===== src/rtl/core/pic_pkg.sv =====
`default_nettype none

package pic_pkg;

  // Bus actions carried by an input item.
  typedef enum logic [1:0] {
    ACT_READ  = 2'd0,
    ACT_WRITE = 2'd1,
    ACT_RAISE = 2'd2,
    ACT_CLEAR = 2'd3
  } action_t;

  // Sequencer states.
  typedef enum logic [1:0] {
    ST_IDLE,
    ST_EXEC,
    ST_MEM,
    ST_SCAN
  } state_t;

  // Register window that an address falls into.
  typedef enum logic [2:0] {
    DEC_NONE,
    DEC_PRIO,
    DEC_PEND,
    DEC_ENABLE,
    DEC_THRESH,
    DEC_CLAIM
  } dec_kind_t;

  localparam int ADDR_W     = 26;
  localparam int DATA_W     = 32;
  localparam int SRC_W      = 5;
  localparam int SIZE_W     = 3;
  localparam int CTX_IDX_W  = 4;
  localparam int PRIO_DEPTH = 32;

  localparam int DEF_NUM_SOURCES  = 31;
  localparam int DEF_NUM_CONTEXTS = 1;

  localparam logic [ADDR_W-1:0] PEND_OFS   = 26'h000_1000;
  localparam logic [ADDR_W-1:0] ENABLE_OFS = 26'h000_2000;
  localparam logic [ADDR_W-1:0] CTX_OFS    = 26'h020_0000;

  // Decoded address, handed from the decoder to the sequencer.
  typedef struct packed {
    dec_kind_t              kind;
    logic [SRC_W-1:0]       prio_id;
    logic [CTX_IDX_W-1:0]   ctx;
  } dec_t;

  // Byte mask for an access of the given size; sizes of four and above act as four.
  function automatic logic [DATA_W-1:0] size_mask(input logic [SIZE_W-1:0] size);
    logic [DATA_W-1:0] m;
    unique case (size)
      3'd0:    m = 32'h0000_0000;
      3'd1:    m = 32'h0000_00FF;
      3'd2:    m = 32'h0000_FFFF;
      3'd3:    m = 32'h00FF_FFFF;
      default: m = 32'hFFFF_FFFF;
    endcase
    return m;
  endfunction

  // Align a register value to the addressed byte lane and cut it to size.
  function automatic logic [DATA_W-1:0] shape_read(input logic [DATA_W-1:0] v,
                                                   input logic [1:0] lane,
                                                   input logic [SIZE_W-1:0] size);
    logic [4:0] sh;
    sh = {lane, 3'b000};
    return (v >> sh) & size_mask(size);
  endfunction

  // Merge write data into the addressed byte lanes; bytes past bit 31 drop off.
  function automatic logic [DATA_W-1:0] merge(input logic [DATA_W-1:0] old,
                                              input logic [1:0] lane,
                                              input logic [SIZE_W-1:0] size,
                                              input logic [DATA_W-1:0] data);
    logic [DATA_W-1:0] m;
    logic [4:0]        sh;
    m  = size_mask(size);
    sh = {lane, 3'b000};
    return (old & ~(m << sh)) | ((data & m) << sh);
  endfunction

endpackage

`default_nettype wire


===== src/rtl/core/pic_prio_mem.sv =====
`default_nettype none

module pic_prio_mem
  import pic_pkg::*;
(
  input  wire logic                         clk,
  input  wire logic                         rst_n,
  input  wire logic                         rd_en,
  input  wire logic [SRC_W-1:0]             rd_addr,
  output logic      [DATA_W-1:0]            rd_data,
  input  wire logic                         wr_en,
  input  wire logic [SRC_W-1:0]             wr_addr,
  input  wire logic [DATA_W-1:0]            wr_data
);

  logic [DATA_W-1:0]     mem [PRIO_DEPTH];
  logic [PRIO_DEPTH-1:0] valid_r;
  logic [DATA_W-1:0]     rdata_r;
  logic                  hit_r;

  // Storage array with a registered read port.
  always_ff @(posedge clk) begin
    if (wr_en) begin
      mem[wr_addr] <= wr_data;
    end
    if (rd_en) begin
      rdata_r <= mem[rd_addr];
    end
  end

  // Valid bits stand in for a zeroed array after reset.
  always_ff @(posedge clk) begin
    if (!rst_n) begin
      valid_r <= '0;
      hit_r   <= 1'b0;
    end else begin
      if (wr_en) begin
        valid_r[wr_addr] <= 1'b1;
      end
      if (rd_en) begin
        hit_r <= valid_r[rd_addr];
      end
    end
  end

  // An entry never written reads as zero.
  assign rd_data = hit_r ? rdata_r : '0;

endmodule

`default_nettype wire


===== src/rtl/core/pic_decode.sv =====
`default_nettype none

module pic_decode
  import pic_pkg::*;
#(
  parameter int NUM_SOURCES  = DEF_NUM_SOURCES,
  parameter int NUM_CONTEXTS = DEF_NUM_CONTEXTS
) (
  input  wire logic [ADDR_W-1:0] addr,
  output dec_t                   dec
);

  logic [9:0]        prio_idx;
  logic [20:0]       en_off;
  logic [13:0]       en_ctx;
  logic [ADDR_W-1:0] ctx_off;
  logic [13:0]       ctx_ctx;

  // Offsets into the enable and per-context windows.
  assign prio_idx = addr[11:2];
  assign en_off   = addr[20:0] - ENABLE_OFS[20:0];
  assign en_ctx   = en_off[20:7];
  assign ctx_off  = addr - CTX_OFS;
  assign ctx_ctx  = ctx_off[25:12];

  // Window select, in address order.
  always_comb begin
    dec.kind    = DEC_NONE;
    dec.prio_id = prio_idx[SRC_W-1:0];
    dec.ctx     = '0;
    priority if (addr < PEND_OFS) begin
      if (prio_idx <= 10'(NUM_SOURCES)) begin
        dec.kind = DEC_PRIO;
      end
    end else if (addr < ENABLE_OFS) begin
      dec.kind = DEC_PEND;
    end else if (addr < CTX_OFS) begin
      dec.ctx = en_ctx[CTX_IDX_W-1:0];
      if (en_ctx < 14'(NUM_CONTEXTS)) begin
        dec.kind = DEC_ENABLE;
      end
    end else begin
      dec.ctx = ctx_ctx[CTX_IDX_W-1:0];
      if (ctx_ctx < 14'(NUM_CONTEXTS)) begin
        priority if (addr[11:0] < 12'd4) begin
          dec.kind = DEC_THRESH;
        end else if (addr[11:0] < 12'd8) begin
          dec.kind = DEC_CLAIM;
        end else begin
          dec.kind = DEC_NONE;
        end
      end
    end
  end

endmodule

`default_nettype wire


===== src/rtl/core/platform_interrupt_controller_unit.sv =====
`default_nettype none

// Interrupt controller with a register bus and source raise/clear events.
// Input channel: in_action, in_address, in_access_size, in_write_data and
// in_source_id are taken at a rising edge where start is high and busy is low.
// Every accepted item gives exactly one result: out_read_data, marked by a
// one-cycle out_valid strobe (zero for anything but a bus read).
// Path from the accepting edge to the strobe: every item passes the execute
// state; priority reads of sources 0 to NUM_SOURCES and priority writes of
// sources 1 to NUM_SOURCES then pass the memory state (a read-modify-write of
// the priority RAM for writes); claim reads then pass the scan state, one
// priority RAM read per source from 1 to NUM_SOURCES.
// busy drops in the cycle the strobe appears, so a new item can be accepted
// at that cycle's closing edge; the claim scan through the priority RAM
// sets the worst-case rate.
// Reset (synchronous, rst_n low) zeroes pending bits, enables, thresholds and
// all priorities (through per-entry valid bits, so no clearing pass is needed)
// and returns the sequencer to idle.
// Results cannot be held off: the receiver takes each one in its strobe cycle.
module platform_interrupt_controller_unit
  import pic_pkg::*;
#(
  parameter int NUM_SOURCES  = DEF_NUM_SOURCES,
  parameter int NUM_CONTEXTS = DEF_NUM_CONTEXTS
) (
  input  wire logic                   clk,
  input  wire logic                   rst_n,
  input  wire logic                   start,
  output logic                        busy,
  input  wire logic [1:0]             in_action,
  input  wire logic [ADDR_W-1:0]      in_address,
  input  wire logic [SIZE_W-1:0]      in_access_size,
  input  wire logic [DATA_W-1:0]      in_write_data,
  input  wire logic [SRC_W-1:0]       in_source_id,
  output logic                        out_valid,
  output logic [DATA_W-1:0]           out_read_data
);

  localparam int CtxW = (NUM_CONTEXTS > 1) ? $clog2(NUM_CONTEXTS) : 1;
  localparam logic [SRC_W-1:0] MaxSrc = SRC_W'(NUM_SOURCES);

  state_t              state_r, state_nxt;
  action_t             act_r;
  logic [ADDR_W-1:0]   addr_r;
  logic [SIZE_W-1:0]   size_r;
  logic [DATA_W-1:0]   wdata_r;
  logic [SRC_W-1:0]    src_r;
  logic [DATA_W-1:0]   pend_r, pend_nxt;
  logic [DATA_W-1:0]   en_r  [NUM_CONTEXTS];
  logic [DATA_W-1:0]   thr_r [NUM_CONTEXTS];
  logic [SRC_W-1:0]    idx_r, idx_nxt;
  logic [DATA_W-1:0]   best_r, best_nxt;
  logic [SRC_W-1:0]    pick_r, pick_nxt;
  logic                out_valid_r, out_valid_nxt;
  logic [DATA_W-1:0]   out_data_r, out_data_nxt;

  dec_t                dec;
  logic [CtxW-1:0]     ci;
  logic [1:0]          lane;
  logic                src_ok;
  logic                en_we, thr_we;
  logic [DATA_W-1:0]   en_merged, thr_merged;
  logic                scan_hit;
  logic [SRC_W-1:0]    scan_pick;
  logic [DATA_W-1:0]   scan_best;

  logic                mem_rd_en;
  logic [SRC_W-1:0]    mem_rd_addr;
  logic [DATA_W-1:0]   mem_rd_data;
  logic                mem_wr_en;
  logic [DATA_W-1:0]   mem_wr_data;

  // Address decode of the held item.
  pic_decode #(
    .NUM_SOURCES  (NUM_SOURCES),
    .NUM_CONTEXTS (NUM_CONTEXTS)
  ) u_decode (
    .addr (addr_r),
    .dec  (dec)
  );

  // Source priority RAM.
  pic_prio_mem u_prio_mem (
    .clk     (clk),
    .rst_n   (rst_n),
    .rd_en   (mem_rd_en),
    .rd_addr (mem_rd_addr),
    .rd_data (mem_rd_data),
    .wr_en   (mem_wr_en),
    .wr_addr (dec.prio_id),
    .wr_data (mem_wr_data)
  );

  assign ci          = dec.ctx[CtxW-1:0];
  assign lane        = addr_r[1:0];
  assign src_ok      = (src_r != '0) && (src_r <= MaxSrc);
  assign en_merged   = merge(en_r[ci], lane, size_r, wdata_r);
  assign thr_merged  = merge(thr_r[ci], lane, size_r, wdata_r);
  assign mem_wr_data = merge(mem_rd_data, lane, size_r, wdata_r);

  // One scan step: the source whose priority just came out of the RAM.
  assign scan_hit  = pend_r[idx_r] && en_r[ci][idx_r] &&
                     (mem_rd_data > best_r) && (mem_rd_data > thr_r[ci]);
  assign scan_pick = scan_hit ? idx_r : pick_r;
  assign scan_best = scan_hit ? mem_rd_data : best_r;

  // Sequencer: next state, RAM control and result.
  always_comb begin
    state_nxt     = state_r;
    pend_nxt      = pend_r;
    idx_nxt       = idx_r;
    best_nxt      = best_r;
    pick_nxt      = pick_r;
    out_valid_nxt = 1'b0;
    out_data_nxt  = '0;
    mem_rd_en     = 1'b0;
    mem_rd_addr   = dec.prio_id;
    mem_wr_en     = 1'b0;
    en_we         = 1'b0;
    thr_we        = 1'b0;
    unique case (state_r)
      ST_IDLE: begin
        if (start) begin
          state_nxt = ST_EXEC;
        end
      end
      ST_EXEC: begin
        state_nxt     = ST_IDLE;
        out_valid_nxt = 1'b1;
        unique case (act_r)
          ACT_RAISE: begin
            if (src_ok) begin
              pend_nxt = pend_r | (32'h1 << src_r);
            end
          end
          ACT_CLEAR: begin
            if (src_ok) begin
              pend_nxt = pend_r & ~(32'h1 << src_r);
            end
          end
          ACT_WRITE: begin
            unique case (dec.kind)
              DEC_PRIO: begin
                if (dec.prio_id != '0) begin
                  mem_rd_en     = 1'b1;
                  out_valid_nxt = 1'b0;
                  state_nxt     = ST_MEM;
                end
              end
              DEC_ENABLE: en_we  = 1'b1;
              DEC_THRESH: thr_we = 1'b1;
              default: ;
            endcase
          end
          ACT_READ: begin
            unique case (dec.kind)
              DEC_PRIO: begin
                mem_rd_en     = 1'b1;
                out_valid_nxt = 1'b0;
                state_nxt     = ST_MEM;
              end
              DEC_PEND:   out_data_nxt = shape_read(pend_r, lane, size_r);
              DEC_ENABLE: out_data_nxt = shape_read(en_r[ci], lane, size_r);
              DEC_THRESH: out_data_nxt = shape_read(thr_r[ci], lane, size_r);
              DEC_CLAIM: begin
                mem_rd_en     = 1'b1;
                mem_rd_addr   = SRC_W'(1);
                idx_nxt       = SRC_W'(1);
                best_nxt      = '0;
                pick_nxt      = '0;
                out_valid_nxt = 1'b0;
                state_nxt     = ST_SCAN;
              end
              default: out_data_nxt = '0;
            endcase
          end
          default: ;
        endcase
      end
      ST_MEM: begin
        state_nxt     = ST_IDLE;
        out_valid_nxt = 1'b1;
        if (act_r == ACT_READ) begin
          out_data_nxt = shape_read(mem_rd_data, lane, size_r);
        end else begin
          mem_wr_en = 1'b1;
        end
      end
      ST_SCAN: begin
        if (idx_r == MaxSrc) begin
          // Last source: claim the winner and return its id.
          state_nxt     = ST_IDLE;
          out_valid_nxt = 1'b1;
          out_data_nxt  = shape_read(DATA_W'(scan_pick), lane, size_r);
          pend_nxt      = pend_r & ~(32'h1 << scan_pick);
        end else begin
          best_nxt    = scan_best;
          pick_nxt    = scan_pick;
          idx_nxt     = idx_r + SRC_W'(1);
          mem_rd_en   = 1'b1;
          mem_rd_addr = idx_r + SRC_W'(1);
        end
      end
      default: state_nxt = ST_IDLE;
    endcase
  end

  // Control and status registers.
  always_ff @(posedge clk) begin
    if (!rst_n) begin
      state_r     <= ST_IDLE;
      pend_r      <= '0;
      out_valid_r <= 1'b0;
      for (int i = 0; i < NUM_CONTEXTS; i++) begin
        en_r[i]  <= '0;
        thr_r[i] <= '0;
      end
    end else begin
      state_r     <= state_nxt;
      pend_r      <= pend_nxt;
      out_valid_r <= out_valid_nxt;
      if (en_we) begin
        en_r[ci] <= en_merged;
      end
      if (thr_we) begin
        thr_r[ci] <= thr_merged;
      end
    end
  end

  // Item capture, scan registers and result data.
  always_ff @(posedge clk) begin
    if ((state_r == ST_IDLE) && start) begin
      act_r   <= action_t'(in_action);
      addr_r  <= in_address;
      size_r  <= in_access_size;
      wdata_r <= in_write_data;
      src_r   <= in_source_id;
    end
    idx_r      <= idx_nxt;
    best_r     <= best_nxt;
    pick_r     <= pick_nxt;
    out_data_r <= out_data_nxt;
  end

  assign busy          = (state_r != ST_IDLE);
  assign out_valid     = out_valid_r;
  assign out_read_data = out_data_r;

  // A result strobe always follows a cycle of work.
  a_strobe_after_work: assert property (@(posedge clk) disable iff (!rst_n)
    out_valid |-> $past(busy))
    else $error("result strobe without a preceding busy cycle");

  // An accepted item makes the block busy in the next cycle.
  a_accept_busy: assert property (@(posedge clk) disable iff (!rst_n)
    (start && !busy) |=> busy)
    else $error("accepted item did not start work");

  // Source zero never becomes pending.
  a_no_src0_pending: assert property (@(posedge clk) disable iff (!rst_n)
    !pend_r[0])
    else $error("pending bit of source zero set");

  // The claim scan stays within the implemented sources.
  a_scan_range: assert property (@(posedge clk) disable iff (!rst_n)
    (state_r == ST_SCAN) |-> ((idx_r != '0) && (idx_r <= MaxSrc)))
    else $error("claim scan index out of range");

endmodule

`default_nettype wire

===== config.mk =====
export PLATFORM = sky130hd
export DESIGN_NAME = platform_interrupt_controller_unit
export DESIGN_NICKNAME = d
export VERILOG_FILES = /design/src/rtl/core/pic_pkg.sv /design/src/rtl/core/pic_prio_mem.sv /design/src/rtl/core/pic_decode.sv /design/src/rtl/core/platform_interrupt_controller_unit.sv
export SDC_FILE = /design/constraint.sdc
export NUM_CORES = 2
export LEC_CHECK = 0
export BUFFER_PORTS_ARGS = -buffer_cell sky130_fd_sc_hd__buf_2
export CORE_MARGIN = 1
export CORE_UTILIZATION = 45
export DETAILED_ROUTE_END_ITERATION = 10
export PLACE_DENSITY = 0.6
export SLEW_MARGIN = 10
export SYNTH_ARGS = -nofsm -noshare
export SYNTH_HDL_FRONTEND = slang
export SYNTH_SLANG_ARGS = --single-unit

===== constraint.sdc =====
create_clock -name clk -period 5.5 [get_ports clk]
set_clock_uncertainty 0.05 [all_clocks]
set_input_delay 0.55 -clock clk [delete_from_list [all_inputs] [get_ports clk]]
set_output_delay 0.55 -clock clk [all_outputs]
set_load 0.01 [all_outputs]

# Word-level counts from Yosys, hierarchy flattened
# Memories as Yosys holds them, arrays and structs flattened. A register that Yosys moved wholly into a read port is not among the register bits.
# Cells that the tools add are included.
word_totals:
  in_bits: 71
  register_bits: 210
  ramBits: 1088
  n_memories: 3
  wordCells: 206
mem_list:
  columns: ["name", "words", "width", "read_ports", "rd_ports_with_merged_regs", "write_ports", "line_no", "source"]
  rows:
  - ["u_prio_mem.mem", 32, 32, 1, 1, 1, "pic_prio_mem.sv:16", "logic [DATA_W-1:0] mem [PRIO_DEPTH];"]
  - ["en_r", 1, 32, 1, 0, 1, "platform_interrupt_controller_unit.sv:49", "logic [DATA_W-1:0] en_r [NUM_CONTEXTS];"]
  - ["thr_r", 1, 32, 1, 0, 1, "platform_interrupt_controller_unit.sv:50", "logic [DATA_W-1:0] thr_r [NUM_CONTEXTS];"]
classes:
  add_sub_neg: 3
  order_cmp: 15
  bitwise: 19
  n_eq_ne: 24
  n_mux: 99
  n_shift: 9
  reduce_logical: 20
op_table:
  columns: ["operator", "n"]
  rows:
  - ["32-bit 2-to-1 mux", 26]
  - ["32-bit AND", 11]
  - ["32-bit case mux with 2 select lines", 3]
  - ["32-bit case mux with 3 select lines", 2]
  - ["32-bit OR", 5]
  - ["32-bit case mux with 4 select lines", 1]
  - ["32-bit by 5-bit right shift with 32-bit output", 4]
  - ["32-bit inverter", 3]
  - ["32-bit > comparator", 2]
  - ["32-bit OR reduction", 2]
  - ["1-bit by 5-bit << shifter with 32-bit output (first input constant)", 2]
  - ["32-bit by 5-bit << shifter with 32-bit output", 2]
  - ["5-bit 2-to-1 mux", 10]
  - ["1-bit 2-to-1 mux", 32]
  - ["5-bit by 5-bit right shift with 32-bit output", 1]
  - ["5-bit case mux with 2 select lines", 3]
  - ["14-bit by 1-bit less-than comparator with 1-bit output (second input constant)", 2]
  - ["26-bit by 13-bit less-than comparator with 1-bit output (second input constant)", 1]
  - ["26-bit by 14-bit less-than comparator with 1-bit output (second input constant)", 1]
  - ["26-bit by 22-bit less-than comparator with 1-bit output (second input constant)", 1]
  - ["26-bit by 22-bit subtractor with 26-bit output (second input constant)", 1]
  - ["21-bit by 14-bit subtractor with 21-bit output (second input constant)", 1]
  - ["5-bit by 6-bit less-than comparator with 1-bit output (second input constant)", 3]
  - ["3-bit 2-to-1 mux", 6]
  - ["other kinds (32)", 64]

# Logic depth before layout (Yosys ltp)
depth:
  depth_word: 16
  ltp_mapped: 15
  mapped_depth_nobuf: 11

# By module
# A second synthesis with hierarchy kept.
hier_totals:
  hier_cells: 3320
  area_unflattened_um2: 56018.7
modules_own_cells:
  columns: ["module", "area_per_inst_um2", "cells_each", "instances"]
  rows:
  - ["pic_prio_mem", 41304.6, 1678, 1]
  - ["platform_interrupt_controller_unit", 14460.1, 1603, 1]
  - ["pic_decode", 254.0, 39, 1]

# Worst setup path after synthesis
# No wires, ideal clock.
synth_path:
  kind: "reg-to-reg"
  startpoint: "register addr_r[6]"
  endpoint: "register best_r[0], enable pin"
  setup_ns: 0.470
  synth_period_minus_slack_ns: 5.491
  arrival_time_ns: 4.971
  n_path_buf: 0
  path_slack_ns: 0.009
  t_required_ns: 4.980
  path_stages_with_launch: 7
  path_cell_list: "edfxtp_1 or4_4 or3_4 nor3_1 nand2_1 o21ai_0 a21boi_0"
synth_between:
  elab_chain_cells: 10
synth_lines:
  columns: ["element", "line_no", "source"]
  rows:
  - ["from (decl)", "platform_interrupt_controller_unit.sv:44", "logic [ADDR_W-1:0] addr_r;"]
  - ["from (signal assigned)", "platform_interrupt_controller_unit.sv:235", "addr_r <= in_address;"]
  - ["parallel branches: the longest is 6 deep, another holds 26-bit by 22-bit subtractor with 26-bit output", null, null]
  - ["3-bit 2-to-1 mux (*)", "pic_decode.sv:31", "priority if (addr < PEND_OFS) begin"]
  - ["3-bit == test (*)", "platform_interrupt_controller_unit.sv:156", "unique case (dec.kind)"]
  - ["2-bit by 1-bit inequality test with 1-bit output (no line) (*)", null, null]
  - ["5-bit AND reduction (no line) (*)", null, null]
  - ["to (signal assigned)", "platform_interrupt_controller_unit.sv:241", "best_r <= best_nxt;"]
  - ["to (decl)", "platform_interrupt_controller_unit.sv:52", "logic [DATA_W-1:0] best_r, best_nxt;"]
# Mark *: on every way between the ends.
# A chain may end at the register's enable or synchronous reset.

==> flow_metrics.env <==
export IMPL_port_buffer_cells=104
export IMPL_seq_area_frac_synth_pct=68.45
export IMPL_post_route_drc_count=0
export IMPL_drt_total_wl_mm=179.5
export IMPL_setup_viol=0
export IMPL_finalCritPeriodShare_pct=86.56
export IMPL_cts_root_buffer_cell="sky130_fd_sc_hd__clkbuf_16"
export IMPL_tritoncts_num_sinks=1330
export IMPL_ys_ff_latch=1330
export IMPL_layout_min_cycle_time_ns=4.761
export IMPL_globalRoute_totalOverflow=0
export IMPL_maxSlewViolCount=0
export IMPL_synthToLayoutAreaGrowth_pct=15.26
export IMPL_core_area_sq_mm=0.1256
export IMPL_h_tree_depth=4
export IMPL_grtUsageTotal_pct=27.82
export IMPL_finalHoldViolations=0
export IMPL_hold_removal_path_class="input port to flip-flop"
export IMPL_critical_path_startpoint_type="flip-flop"
export IMPL_synth_lib_cells_used_distinct=71
export IMPL_outcome="finished, final reports clean"
export IMPL_arrival_time_of_data_at_the_critical_path_endpoint_ns=5.38
export IMPL_vias_in_the_first_global_route=38080
export IMPL_syn_area_sq_mm=0.05688
export IMPL_dp_final_hpwl_mm=108.2
export IMPL_route_vias_total=40480
export IMPL_grt_start_max_net_pins=98
export IMPL_critical_path_required_ns=6.12
export IMPL_post_route_cells_drive_above_1_share_pct=11.17
export IMPL_initial_core_util_pct=45.30
export IMPL_final_net_count=5116
export IMPL_cts_setup_buffers=0
export IMPL_die_area_sq_mm=0.1278
export IMPL_cts_hold_repair_buffers=68
export IMPL_timing_critical_path_fanout_max=25
export IMPL_die_y_um=357.5
export IMPL_max_slew_margin_pct=7.530
export IMPL_deepest_clock_path_buffer_count=3
export IMPL_detailed_place_area_sq_mm=0.06013
export IMPL_timing_setup_critical_path_class="flip-flop to flip-flop"
export IMPL_fp_row_count=130
export IMPL_tritoncts_num_buffers=143
export IMPL_powerDensity_mw_per_mm2=339.7
export IMPL_wire_per_inst_um=26.61
export IMPL_drt_first_iter_violations=4302
export IMPL_numPlacedInstances=6415
export IMPL_stdcell_area_sq_mm=0.06556
export IMPL_irDropWorstVdd_mv=0.2231
export IMPL_drt_vias_per_instance=6.001
export IMPL_cts_repair_resized=0
export IMPL_clk_transition_reported_paths_ns=0.06
export IMPL_synth_fp_nets=4974
export IMPL_grt_pass1_wl_mm=259.8
export IMPL_globalplace_congestion=1.019
export IMPL_setup_tns_ns=0
export IMPL_synth_edf_count=1230
export IMPL_max_clock_freq_mhz=210.1
export IMPL_yosysWarningCount=0
export IMPL_async_sr_flop_fraction_pct=0
export IMPL_final_cell_count_no_fill=6745
export IMPL_layout_cells_most_common="sky130_fd_sc_hd__nand2_1"
export IMPL_layout_common_cells="sky130_fd_sc_hd__nand2_1 (1322), sky130_fd_sc_hd__edfxtp_1 (1230), sky130_fd_sc_hd__nand3_1 (347)"
export IMPL_ant_nets=0
export IMPL_syn_avg_cell_area_sq_um=11.76
export IMPL_synth_cells=4836
export IMPL_drv_cap=0
export IMPL_ports=105
export IMPL_num_fill_cells=10750
export IMPL_p_leak_nw=23.89
export IMPL_ys_flop_type="sky130_fd_sc_hd__edfxtp_1"
export IMPL_cts_tree="yes"
export IMPL_cp_end_kind="flip-flop"
export IMPL_antenna_violations_before_repair=2
export IMPL_max_slew_worst_pin_slew_ns=1.378
export IMPL_die_w_um=357.5
export IMPL_first_pass_iters=6
export IMPL_rsz0062_at_grt="no"
export IMPL_clkLatencyLatePin_ns=0.78
==> layer usage <==
layer / track usage [%] / wire length (um)
met5: 0 / 0
met4: 13.76 / 8989
met3: 4.300 / 14360
met2: 43.54 / 82520
met1: 37.91 / 73620
==> power by group <==
part           internal [mW]  total, mW  leakage (nW)  switching, mW
registers               11.2       11.2          12.1         0.0641
clock network           5.74       9.75          2.33           4.01
logic                  0.382       1.31          9.41          0.929
total                   17.3       22.3          23.9           5.00
==> kinds of logic after synthesis <==
logic type | share of synthesized area [%]
fa+ha+maj | 1.474
mux | 0.8249
flops | 68.45
simple gates | 15.99
buf+inv | 2.967
xor+xnor | 0.04620
compound gates | 10.25
==> registers in the layout (all words and copies together), names as in the netlist, named ones only <==
signal and count:
state_r 2, pick_r 5, out_valid 1, src_r 5
wdata_r 32, addr_r 26, best_r 32, thr_r 32
act_r 2, en_r 32, idx_r 5, u_prio_mem.hit_r 1
size_r 3, u_prio_mem.valid_r 32, u_prio_mem.rdata_r 32, u_prio_mem.mem 1024
out_read_data 32
==> final cells by class <==
type	count	area [sq um]	share of cell area, %
antenna	1	2.502	0.003817
clock buffer	179	3978	6.067
clock inverter	82	755.7	1.153
inverter	111	416.7	0.6355
multi-input combinational	3063	16740	25.53
sequential	1330	38940	59.39
tap	1650	2064	3.149
timing repair buffer	329	2668	4.069
==> synth_stat cells (all sizes together) (6+ instances only) <==
| cell | instances | area [sq um] |
|---|---|---|
| and3 | 170 | 1064 |
| dfxtp | 100 | 2002 |
| ha | 67 | 838.3 |
| o21ai | 115 | 575.6 |
| a32oi | 8 | 70.07 |
| nor3 | 20 | 100.1 |
| o32ai | 6 | 52.55 |
| buf | 50 | 212.7 |
| edfxtp | 1230 | 36940 |
| nor2 | 149 | 559.3 |
| nand3b | 13 | 97.59 |
| a21o | 46 | 345.3 |
| inv | 110 | 412.9 |
| o21a | 23 | 172.7 |
| and3b | 6 | 52.55 |
| a311oi | 195 | 1708 |
| a22o | 10 | 87.58 |
| nor4 | 10 | 83.83 |
| nand2b | 8 | 50.05 |
| nand4 | 14 | 87.58 |
| a21oi | 174 | 870.8 |
| nor2b | 7 | 43.79 |
| nand2 | 1323 | 4966 |
| or2 | 7 | 43.80 |
| o311ai | 26 | 227.7 |
| a31oi | 77 | 481.7 |
| mux2i | 39 | 390.4 |
| a211oi | 50 | 380.4 |
| or3 | 12 | 80.08 |
| o22ai | 43 | 269.0 |
| o211ai | 22 | 165.2 |
| mux2 | 7 | 78.83 |
| clkbuf | 282 | 1059 |
| nand3 | 347 | 1737 |
| a22oi | 16 | 120.1 |
==> path summary, 6_finish.rpt <==
path                          start                      to  slack [ns]  depth (start not counted)
max                u_prio_mem.hit_r               flip-flop        0.74                         13
min                           start                act_r[0]        0.30                          3
max reg2reg        u_prio_mem.hit_r               flip-flop        0.74                         13
min reg2reg  u_prio_mem.valid_r[17]  u_prio_mem.valid_r[17]        0.42                          1
==> critical path: stages, from the launching register on <==
cell	delay (ns)
sky130_fd_sc_hd__dfxtp_1	0.80
sky130_fd_sc_hd__nand2_1	0.31
sky130_fd_sc_hd__inv_1	0.21
sky130_fd_sc_hd__ha_1	0.28
sky130_fd_sc_hd__a21oi_1	0.13
sky130_fd_sc_hd__nand2_1	0.07
sky130_fd_sc_hd__a221o_1	0.34
sky130_fd_sc_hd__a221o_1	0.36
sky130_fd_sc_hd__o32ai_1	0.65
sky130_fd_sc_hd__buf_4	0.25
sky130_fd_sc_hd__or2_1	0.51
sky130_fd_sc_hd__buf_4	0.36
sky130_fd_sc_hd__o311ai_0	0.17
sky130_fd_sc_hd__o22ai_1	0.18
==> metrics by stage <==
step / util (%) / power (mW) / hold slack, ns / setup WS [ns]
after global placement: 47.88 / 12.68 / 0.3968 / 0.9679
final: 52.21 / 22.27 / 0.3027 / 0.7395
after floorplan: - / 12.16 / 0.3756 / 0.008821
after detailed placement: 47.88 / 12.69 / 0.4028 / 0.8519
after global routing: 52.21 / 22.85 / 0.3217 / 0.4131
after CTS: 52.20 / 22.37 / 0.2642 / 0.8352
No activity file was read; power rests on OpenSTA's default activity.
